**src/sha1_hash_macros.svh**
```systemverilog
// Assertion macros shared by the SHA-1 hash RTL.
`ifndef SHA1_HASH_MACROS_SVH
`define SHA1_HASH_MACROS_SVH

// Same-cycle implication, sampled on clk, off while rst_n is low.
`define SHA1_ASSERT_IMP(lbl, ante, cons, msg) \
    lbl: assert property (@(posedge clk) disable iff (!rst_n) (ante) |-> (cons)) \
        else $error(msg);

// Next-cycle implication, sampled on clk, off while rst_n is low.
`define SHA1_ASSERT_NXT(lbl, ante, cons, msg) \
    lbl: assert property (@(posedge clk) disable iff (!rst_n) (ante) |=> (cons)) \
        else $error(msg);

`endif

```
**src/sha1_pkg.sv**
```systemverilog
// Shared types, constants and round functions of the SHA-1 hash block.
package sha1_pkg;

    localparam int DIGEST_WORDS = 5;
    localparam int BLOCK_WORDS  = 16;

    typedef logic [31:0] word_t;
    typedef logic [4:0]  wcount_t;
    typedef logic [6:0]  round_t;
    typedef logic [2:0]  windex_t;
    typedef word_t [DIGEST_WORDS-1:0] digest_t;

    localparam word_t K0 = 32'h5A827999;
    localparam word_t K1 = 32'h6ED9EBA1;
    localparam word_t K2 = 32'h8F1BBCDC;
    localparam word_t K3 = 32'hCA62C1D6;

    // Index 0 is h0.
    localparam digest_t IV = {32'hC3D2E1F0, 32'h10325476, 32'h98BADCFE,
                              32'hEFCDAB89, 32'h67452301};

    localparam word_t   PAD_WORD   = 32'h0000_0080;
    localparam wcount_t WC_FULL    = 5'd16;
    localparam wcount_t WC_LEN     = 5'd14;
    localparam round_t  LAST_ROUND = 7'd79;
    localparam windex_t LAST_INDEX = 3'd4;

    typedef enum logic [2:0] {
        MSG_NOP,
        MSG_ABSORB,
        MSG_PAD,
        MSG_ZERO,
        MSG_LEN_HI,
        MSG_LEN_LO,
        MSG_SCHED,
        MSG_CLEAR
    } msg_op_t;

    typedef struct packed {
        msg_op_t      op;
        word_t        data;
        logic [2:0]   nbytes;
    } msg_cmd_t;

    typedef struct packed {
        wcount_t wc;
        word_t   w;
    } msg_stat_t;

    typedef enum logic [2:0] {
        RND_NOP,
        RND_INIT,
        RND_LOAD,
        RND_STEP,
        RND_ADD
    } rnd_op_t;

    typedef struct packed {
        rnd_op_t op;
        round_t  round;
        word_t   w;
    } rnd_cmd_t;

    function automatic word_t rotl(word_t v, int k);
        return (v << k) | (v >> (32 - k));
    endfunction

    function automatic word_t round_f(round_t t, word_t b, word_t c, word_t d);
        word_t f;
        if (t < 7'd20)
        begin
            f = (b & c) | (~b & d);
        end
        else if (t < 7'd40)
        begin
            f = b ^ c ^ d;
        end
        else if (t < 7'd60)
        begin
            f = (b & c) | (b & d) | (c & d);
        end
        else
        begin
            f = b ^ c ^ d;
        end
        return f;
    endfunction

    function automatic word_t round_k(round_t t);
        word_t k;
        if (t < 7'd20)
        begin
            k = K0;
        end
        else if (t < 7'd40)
        begin
            k = K1;
        end
        else if (t < 7'd60)
        begin
            k = K2;
        end
        else
        begin
            k = K3;
        end
        return k;
    endfunction

endpackage

```
**src/sha1_msg.sv**
```systemverilog
// Byte packer, 16-word message schedule shift line and 64-bit bit counter.
module sha1_msg (
    input  logic                clk,
    input  logic                rst_n,
    input  sha1_pkg::msg_cmd_t  cmd,
    output sha1_pkg::msg_stat_t stat
);
    import sha1_pkg::*;

    word_t       sched_reg [BLOCK_WORDS];
    logic [23:0] pw_reg;
    logic [23:0] pw_next;
    logic [1:0]  pc_reg;
    logic [1:0]  pc_next;
    wcount_t     wc_reg;
    wcount_t     wc_next;
    logic [63:0] bits_reg;
    logic [63:0] bits_next;

    logic        push;
    word_t       push_word;
    logic [2:0]  nb;
    word_t       data_m;
    logic [2:0]  total;
    logic [55:0] merged;
    word_t       pad_w;
    word_t       feedback;

    always_comb
    begin
        // Oversized counts act as four bytes.
        nb = (cmd.nbytes > 3'd4) ? 3'd4 : cmd.nbytes;
        case (nb)
            3'd0:    data_m = '0;
            3'd1:    data_m = {cmd.data[31:24], 24'h0};
            3'd2:    data_m = {cmd.data[31:16], 16'h0};
            3'd3:    data_m = {cmd.data[31:8], 8'h0};
            default: data_m = cmd.data;
        endcase
        total    = {1'b0, pc_reg} + nb;
        merged   = {pw_reg, 32'h0} | ({24'h0, data_m} << {2'd3 - pc_reg, 3'b000});
        pad_w    = {pw_reg, 8'h00} | (PAD_WORD << {2'd3 - pc_reg, 3'b000});
        feedback = rotl(sched_reg[13] ^ sched_reg[8] ^ sched_reg[2] ^ sched_reg[0], 1);
    end

    always_comb
    begin
        push      = 1'b0;
        push_word = '0;
        pw_next   = pw_reg;
        pc_next   = pc_reg;
        wc_next   = wc_reg;
        bits_next = bits_reg;
        case (cmd.op)
            MSG_ABSORB:
            begin
                bits_next = bits_reg + {58'h0, nb, 3'b000};
                pc_next   = total[1:0];
                if (total[2])
                begin
                    push      = 1'b1;
                    push_word = merged[55:24];
                    pw_next   = merged[23:0];
                    wc_next   = wc_reg + 5'd1;
                end
                else
                begin
                    pw_next = merged[55:32];
                end
            end
            MSG_PAD:
            begin
                push      = 1'b1;
                push_word = pad_w;
                pw_next   = '0;
                pc_next   = '0;
                wc_next   = wc_reg + 5'd1;
            end
            MSG_ZERO:
            begin
                push    = 1'b1;
                wc_next = wc_reg + 5'd1;
            end
            MSG_LEN_HI:
            begin
                push      = 1'b1;
                push_word = bits_reg[63:32];
                wc_next   = wc_reg + 5'd1;
            end
            MSG_LEN_LO:
            begin
                push      = 1'b1;
                push_word = bits_reg[31:0];
                wc_next   = wc_reg + 5'd1;
            end
            MSG_SCHED:
            begin
                push      = 1'b1;
                push_word = feedback;
                wc_next   = '0;
            end
            MSG_CLEAR:
            begin
                pw_next   = '0;
                pc_next   = '0;
                wc_next   = '0;
                bits_next = '0;
            end
            default:
            begin
                push = 1'b0;
            end
        endcase
    end

    always_ff @(posedge clk or negedge rst_n)
    begin
        if (!rst_n)
        begin
            pw_reg   <= '0;
            pc_reg   <= '0;
            wc_reg   <= '0;
            bits_reg <= '0;
        end
        else
        begin
            pw_reg   <= pw_next;
            pc_reg   <= pc_next;
            wc_reg   <= wc_next;
            bits_reg <= bits_next;
        end
    end

    // Advance the schedule line: entry 0 is the oldest word.
    always_ff @(posedge clk)
    begin
        if (push)
        begin
            for (int i = 0; i < BLOCK_WORDS - 1; i++)
            begin
                sched_reg[i] <= sched_reg[i+1];
            end
            sched_reg[BLOCK_WORDS-1] <= push_word;
        end
    end

    assign stat.wc = wc_reg;
    assign stat.w  = sched_reg[0];

endmodule

```
**src/sha1_round.sv**
```systemverilog
// Shared SHA-1 round unit with working registers a..e and chaining hash.
module sha1_round (
    input  logic               clk,
    input  logic               rst_n,
    input  sha1_pkg::rnd_cmd_t cmd,
    output sha1_pkg::digest_t  chain
);
    import sha1_pkg::*;

    digest_t chain_reg;
    digest_t chain_next;
    word_t   a_reg, b_reg, c_reg, d_reg, e_reg;
    word_t   a_next, b_next, c_next, d_next, e_next;
    word_t   t_sum;

    always_comb
    begin
        t_sum = rotl(a_reg, 5) + round_f(cmd.round, b_reg, c_reg, d_reg) + e_reg
              + round_k(cmd.round) + cmd.w;
    end

    always_comb
    begin
        chain_next = chain_reg;
        a_next     = a_reg;
        b_next     = b_reg;
        c_next     = c_reg;
        d_next     = d_reg;
        e_next     = e_reg;
        case (cmd.op)
            RND_INIT:
            begin
                chain_next = IV;
            end
            RND_LOAD:
            begin
                a_next = chain_reg[0];
                b_next = chain_reg[1];
                c_next = chain_reg[2];
                d_next = chain_reg[3];
                e_next = chain_reg[4];
            end
            RND_STEP:
            begin
                a_next = t_sum;
                b_next = a_reg;
                c_next = rotl(b_reg, 30);
                d_next = c_reg;
                e_next = d_reg;
            end
            RND_ADD:
            begin
                chain_next[0] = chain_reg[0] + a_reg;
                chain_next[1] = chain_reg[1] + b_reg;
                chain_next[2] = chain_reg[2] + c_reg;
                chain_next[3] = chain_reg[3] + d_reg;
                chain_next[4] = chain_reg[4] + e_reg;
            end
            default:
            begin
                chain_next = chain_reg;
            end
        endcase
    end

    always_ff @(posedge clk or negedge rst_n)
    begin
        if (!rst_n)
        begin
            chain_reg <= IV;
        end
        else
        begin
            chain_reg <= chain_next;
        end
    end

    always_ff @(posedge clk)
    begin
        a_reg <= a_next;
        b_reg <= b_next;
        c_reg <= c_next;
        d_reg <= d_next;
        e_reg <= e_next;
    end

    assign chain = chain_reg;

endmodule

```
**src/sha1_out.sv**
```systemverilog
// Digest output buffer: holds five words and sends them one per transaction.
module sha1_out (
    input  logic              clk,
    input  logic              rst_n,
    input  logic              load,
    input  sha1_pkg::digest_t digest,
    output logic              busy,
    output logic              valid,
    input  logic              stall,
    output sha1_pkg::word_t   digest_word,
    output sha1_pkg::windex_t word_index,
    output logic              last_word
);
    import sha1_pkg::*;

    digest_t buf_reg;
    digest_t buf_next;
    windex_t idx_reg;
    windex_t idx_next;
    logic    valid_reg;
    logic    valid_next;

    always_comb
    begin
        buf_next   = buf_reg;
        idx_next   = idx_reg;
        valid_next = valid_reg;
        if (valid_reg)
        begin
            if (!stall)
            begin
                buf_next = buf_reg >> 32;
                idx_next = idx_reg + 3'd1;
                if (idx_reg == LAST_INDEX)
                begin
                    valid_next = 1'b0;
                end
            end
        end
        else if (load)
        begin
            buf_next   = digest;
            idx_next   = '0;
            valid_next = 1'b1;
        end
    end

    always_ff @(posedge clk or negedge rst_n)
    begin
        if (!rst_n)
        begin
            idx_reg   <= '0;
            valid_reg <= 1'b0;
        end
        else
        begin
            idx_reg   <= idx_next;
            valid_reg <= valid_next;
        end
    end

    always_ff @(posedge clk)
    begin
        buf_reg <= buf_next;
    end

    assign busy        = valid_reg;
    assign valid       = valid_reg;
    assign digest_word = buf_reg[0];
    assign word_index  = idx_reg;
    assign last_word   = (idx_reg == LAST_INDEX);

endmodule

```
**src/sha1_hash.sv**
```systemverilog
// SHA-1 hash top level: sequencer over the packer, round unit and digest buffer.
//
// Message channel (msg_valid / msg_stall): one transaction carries a big-endian
// word with bytes_valid leading bytes (counts above 4 act as 4) and a last flag.
// Digest channel (digest_valid / digest_stall): after a last transaction the
// block sends five transactions, h0 first, word_index 0..4, last_word on h4.
// Sequence: a message transaction is absorbed, then dispatched. Every
// transaction that completes a 64-byte block adds a load, 80 rounds through
// the single shared round unit, a chaining add and one more dispatch. A last
// transaction then pads one word per cycle, except while a full block
// compresses, and runs one or two more blocks before digest_valid rises,
// later while an earlier digest is still draining.
// No new transaction is taken until the previous one and its block work are
// done; a stream of full words is paced by the one-round-per-cycle compression.
// The digest sits in its own buffer, so the next message may start while the
// receiver stalls; only a second digest waits until the buffer drains.
// Reset: the chaining hash returns to the SHA-1 initial value, byte and bit
// counts clear, no digest is pending. A digest re-primes the block itself.
`include "sha1_hash_macros.svh"

module sha1_hash (
    input  logic                clk,
    input  logic                rst_n,
    input  logic                msg_valid,
    output logic                msg_stall,
    input  logic [31:0]         data_word,
    input  logic [2:0]          bytes_valid,
    input  logic                last,
    output logic                digest_valid,
    input  logic                digest_stall,
    output logic [31:0]         digest_word,
    output logic [2:0]          word_index,
    output logic                last_word
);
    import sha1_pkg::*;

    typedef enum logic [2:0] {
        S_IDLE,
        S_DISPATCH,
        S_LOAD,
        S_ROUND,
        S_ADD
    } state_t;

    // Where the message stands once the current block work is done.
    typedef enum logic [1:0] {
        PH_DATA,
        PH_ZERO,
        PH_LEN,
        PH_DONE
    } phase_t;

    state_t    state_reg, state_next;
    phase_t    phase_reg, phase_next;
    logic      last_reg, last_next;
    round_t    round_reg, round_next;

    msg_cmd_t  mcmd;
    msg_stat_t mstat;
    rnd_cmd_t  rcmd;
    digest_t   chain;
    logic      out_load;
    logic      out_busy;
    logic      in_rounds;

    sha1_msg u_msg (
        .clk   (clk),
        .rst_n (rst_n),
        .cmd   (mcmd),
        .stat  (mstat)
    );

    sha1_round u_round (
        .clk   (clk),
        .rst_n (rst_n),
        .cmd   (rcmd),
        .chain (chain)
    );

    sha1_out u_out (
        .clk         (clk),
        .rst_n       (rst_n),
        .load        (out_load),
        .digest      (chain),
        .busy        (out_busy),
        .valid       (digest_valid),
        .stall       (digest_stall),
        .digest_word (digest_word),
        .word_index  (word_index),
        .last_word   (last_word)
    );

    // Take new transactions only between messages' block work.
    assign msg_stall = (state_reg != S_IDLE);

    always_comb
    begin
        state_next  = state_reg;
        phase_next  = phase_reg;
        last_next   = last_reg;
        round_next  = round_reg;
        mcmd.op     = MSG_NOP;
        mcmd.data   = data_word;
        mcmd.nbytes = bytes_valid;
        rcmd.op     = RND_NOP;
        rcmd.round  = round_reg;
        rcmd.w      = mstat.w;
        out_load    = 1'b0;
        case (state_reg)
            S_IDLE:
            begin
                if (msg_valid)
                begin
                    mcmd.op    = MSG_ABSORB;
                    last_next  = last;
                    state_next = S_DISPATCH;
                end
            end
            S_DISPATCH:
            begin
                // A full block always compresses first.
                if (mstat.wc == WC_FULL)
                begin
                    state_next = S_LOAD;
                end
                else
                begin
                    case (phase_reg)
                        PH_DATA:
                        begin
                            if (last_reg)
                            begin
                                mcmd.op    = MSG_PAD;
                                phase_next = PH_ZERO;
                            end
                            else
                            begin
                                state_next = S_IDLE;
                            end
                        end
                        PH_ZERO:
                        begin
                            // Zero-fill up to byte 56, then the bit length.
                            if (mstat.wc == WC_LEN)
                            begin
                                mcmd.op    = MSG_LEN_HI;
                                phase_next = PH_LEN;
                            end
                            else
                            begin
                                mcmd.op = MSG_ZERO;
                            end
                        end
                        PH_LEN:
                        begin
                            mcmd.op    = MSG_LEN_LO;
                            phase_next = PH_DONE;
                        end
                        PH_DONE:
                        begin
                            // Hand off the digest, then re-prime for a new message.
                            if (!out_busy)
                            begin
                                out_load   = 1'b1;
                                rcmd.op    = RND_INIT;
                                mcmd.op    = MSG_CLEAR;
                                phase_next = PH_DATA;
                                last_next  = 1'b0;
                                state_next = S_IDLE;
                            end
                        end
                        default:
                        begin
                            state_next = S_IDLE;
                        end
                    endcase
                end
            end
            S_LOAD:
            begin
                rcmd.op    = RND_LOAD;
                round_next = '0;
                state_next = S_ROUND;
            end
            S_ROUND:
            begin
                rcmd.op = RND_STEP;
                mcmd.op = MSG_SCHED;
                if (round_reg == LAST_ROUND)
                begin
                    state_next = S_ADD;
                end
                else
                begin
                    round_next = round_reg + 7'd1;
                end
            end
            S_ADD:
            begin
                rcmd.op    = RND_ADD;
                state_next = S_DISPATCH;
            end
            default:
            begin
                state_next = S_IDLE;
            end
        endcase
    end

    always_ff @(posedge clk or negedge rst_n)
    begin
        if (!rst_n)
        begin
            state_reg <= S_IDLE;
            phase_reg <= PH_DATA;
            last_reg  <= 1'b0;
            round_reg <= '0;
        end
        else
        begin
            state_reg <= state_next;
            phase_reg <= phase_next;
            last_reg  <= last_next;
            round_reg <= round_next;
        end
    end

    assign in_rounds = (state_reg == S_ROUND) && (round_reg != LAST_ROUND);

    `SHA1_ASSERT_IMP(a_load_full, state_reg == S_LOAD, mstat.wc == WC_FULL, "partial block load")
    `SHA1_ASSERT_NXT(a_round_hold, in_rounds, state_reg == S_ROUND, "round loop left early")
    `SHA1_ASSERT_IMP(a_wc_range, 1'b1, mstat.wc <= WC_FULL, "word count past block size")
    `SHA1_ASSERT_IMP(a_digest_free, out_load, !digest_valid, "digest load while busy")

endmodule

```
**config.mk**
```make
export PLATFORM = sky130hd
export DESIGN_NAME = sha1_hash
export DESIGN_NICKNAME = d
export VERILOG_FILES = /design/src/sha1_pkg.sv /design/src/sha1_msg.sv /design/src/sha1_round.sv /design/src/sha1_out.sv /design/src/sha1_hash.sv
export VERILOG_INCLUDE_DIRS = /design/src /design/src/src
export SDC_FILE = /design/constraint.sdc
export NUM_CORES = 2
export LEC_CHECK = 0
export ABC_CLOCK_PERIOD_IN_PS = 25400
export BUFFER_PORTS_ARGS = -buffer_cell sky130_fd_sc_hd__buf_4
export CORE_ASPECT_RATIO = 0.8
export CORE_UTILIZATION = 55
export DETAILED_ROUTE_END_ITERATION = 12
export PLACE_DENSITY = 0.71
export SYNTH_ARGS = -nofsm -noshare
export SYNTH_HDL_FRONTEND = slang
export SYNTH_SLANG_ARGS = --single-unit
export TNS_END_PERCENT = 30
```
**constraint.sdc**
```tcl
create_clock -name clk -period 25.4 [get_ports clk]
set_clock_uncertainty 0.1 [all_clocks]
set_input_delay 1.27 -clock clk [delete_from_list [all_inputs] [get_ports clk]]
set_output_delay 1.27 -clock clk [all_outputs]
set_load 0.05 [all_outputs]
```
==> results.json <==
{
  "status": "finished, final reports clean",
  "die_area_um2": 103000,
  "ys.flop_type": "edfxtp_1",
  "finalCritPeriodShare_pct": 29.9,
  "finalSetupTns_ps": 0,
  "whs_ps": 295,
  "boundaryPins": 78,
  "syn_nets": 5149,
  "drt_iter0_markers": 3943,
  "yosys.cell_types.count": 86,
  "area_growth_pct": 9.63,
  "grt_pass1_wl_um": 217000,
  "dp_hpwl_um": 99100,
  "nNetsFinal": 5166,
  "cts_buffers": 106,
  "cts.repair.resized": 0,
  "cap_violations": 0,
  "power_switching_uw": 3790,
  "via_count": 37100,
  "r2r_cells": 25,
  "core_area_um2": 101000,
  "vdd_drop_max_mv": 0.293,
  "fp.dieW_um": 358,
  "clock.fmax_mhz": 132,
  "p_leak_uw": 0.0242,
  "p_int_uw": 5560,
  "slew_violations": 0,
  "syn_area_um2": 55900,
  "rr_endpoint": "u_round.a_reg[31]",
  "drtAntennaViolNets": 0,
  "fp.dieH_um": 287,
  "routed_wl_um": 144000,
  "postSynthCellCount": 4749,
  "switching_share_pct": 40.6,
  "finalSetupViolCount": 0,
  "root_buffer": "clkbuf_16",
  "ys_warn_count": 0,
  "drt-wirelength-per-cell_um": 23.3,
  "end_kind": "flop",
  "tightest_slew_ps": 1280,
  "worst-path-max-fanout": 33,
  "synth_seq_area_share_pct": 56.9,
  "synthArstFlopShare_pct": 24.4,
  "p_clk_share_pct": 17.5,
  "antenna_found_initial": 4,
  "ys_seq_elements": 1101,
  "cts_buffer_depth": 3,
  "post_cts_buffers": 0,
  "largest_reg_flops": 512,
  "cts_sinks": 1101,
  "grt_use_total_pct": 28.1,
  "p_per_area_nw_per_um2": 153,
  "htreeDepth": 3,
  "grt_max_degree": 206,
  "layout_min_cycle_time_ps": 7600,
  "clkTransAtPathRegs_ps": 70,
  "final_common_cell": "edfxtp_1",
  "hold_class": "reg -> reg",
  "relSlewSlack_pct": 13.9,
  "row_count": 104,
  "initial_core_util_pct": 55.6,
  "synth_edf_count": 832,
  "hold_depth": 0,
  "drc_errors": 0,
  "layout_common_cells": "edfxtp_1, nand2_1, a21oi_1",
  "critPathRequiredTime_ps": 25750,
  "drive_gt1_share_pct": 11.0,
  "r2r_slack_ps": 17800,
  "synth.avg_cell_area_um2": 11.8,
  "p_seq_share_pct": 40.0,
  "grt.overflow.total": 0,
  "crit_type": "reg -> reg",
  "clock_insertion_delay_worst_skew_ps": 730,
  "dr.pass1.iters": 7,
  "worstHoldStart": "u_msg.sched_reg[9][8]",
  "gp_congestion": 0.953,
  "pwr-share-comb_pct": 42.5,
  "worstReg2RegStart": "round_reg[2]",
  "crit_path_start_kind": "flop",
  "holdPathEnd": "u_msg.sched_reg[8][8]",
  "grt_pass1_vias": 35500,
  "n_fill_cell": 7912,
  "arrival_ps": 7940,
  "rsz0062_at_grt": "no",
  "finalHoldViolations": 0,
  "portBuffers": 77,
  "routed_via_density": 6.00,
  "cts_tree": "built",
  "ctsHoldBuffers": 0
}
-- worst max path at each step --
stage / endpoint / startpoint / cells after the start
2_1_floorplan: u_msg.sched_reg[0][0] / bytes_valid[2] / 9
3_3_place_gp: u_round.a_reg[31] / round_reg[3] / 25
3_5_place_dp: u_round.a_reg[31] / round_reg[2] / 25
4_1_cts: u_round.a_reg[31] / round_reg[2] / 25
5_1_grt: u_round.a_reg[31] / round_reg[3] / 25
6_report: u_round.a_reg[31] / round_reg[2] / 25
-- layout make-up --
class	instances	area (um^2)	area share [%]
Antenna cell	1	2.50	0.00408
Clock buffer	127	2780	4.54
Clock inverter	74	833	1.36
Inverter	214	803	1.31
Multi-Input combinational cell	3224	22400	36.6
Sequential cell	1101	31800	51.9
Tap cell	1325	1660	2.71
Timing Repair Buffer	119	938	1.53
-- power groups by stage --
stage / Sequential, uW / Combinational (uW) / Clock [uW]
after floorplan: 3870 / 2630 / 0
after detailed placement: 3760 / 3930 / 0
final: 3740 / 3980 / 1640
after global placement: 3730 / 3860 / 0
after global routing: 3820 / 4340 / 1730
after CTS: 3740 / 3960 / 1660
-- synthesized netlist by cell type (77+ instances only) --
master	count	share of area, %
inv_1	213	1.4
clkbuf_1	159	1.1
a21o_1	79	1.1
xor2_1	130	2.0
a21oi_1	293	2.6
nand3_1	107	0.96
dfstp_2	80	3.8
nand2_1	653	4.4
nor2_1	287	1.9
ha_1	234	5.2
dfrtp_1	189	8.5
nor2b_1	80	0.90
edfxtp_1	832	45
fa_1	126	4.5
xnor2_1	185	2.9
nor3_1	77	0.69
o21ai_0	290	2.6
mux2_2	131	2.6
-- worst max-delay path, stage by stage (launching register included) --
cell and delay (ps):
dfrtp_1 460, o21ai_0 110, nand2_1 80, buf_4 420, nand2_1 820, buf_4 500
nor2_1 110, nor2_1 60, fa_1 510, inv_1 50, fa_1 490, fa_1 410
inv_1 60, ha_1 150, inv_1 60, fa_1 470, nor2b_1 130, o21a_1 140
o21ai_1 100, a221oi_1 570, a21oi_1 340, a211oi_1 460, o31ai_1 220, a21boi_1 250
mux2i_1 90, nand2b_1 140
-- per-layer routing --
layer / GRT usage (%) / vias up / share of wire [%]
li1: - / 17100 / -
met1: 40.6 / 18200 / 43
met2: 40.8 / 1577 / 43
met3: 7.13 / 280 / 9.4
met4: 11.0 / 4 / 4.2
met5: 0 / - / 0.016
-- through the flow --
stage / setup slack [ps] / std cells / utilization, % / area, um^2 / total power [uW]
3_5_place_dp: 18030 / 5983 / 57.3 / 57700 / 7700
5_1_grt: 17340 / 6184 / 60.9 / 61300 / 9890
6_report: 17800 / 6185 / 60.9 / 61300 / 9350
3_3_place_gp: 18080 / 5983 / 57.3 / 57700 / 7590
2_1_floorplan: 5900 / 4749 / - / 55900 / 6510
4_1_cts: 17880 / 6184 / 60.9 / 61300 / 9360
-- cell families after synthesis --
| logic type | count (synthesis) | share of synthesized area [%] |
|---|---|---|
| xor+xnor | 315 | 4.94 |
| buf+inv | 424 | 3.09 |
| flops | 1101 | 56.9 |
| compound gates | 1003 | 11.1 |
| fa+ha+maj | 360 | 9.75 |
| simple gates | 1392 | 11.2 |
| mux | 154 | 3.05 |
(Power assumes the default switching activity.)
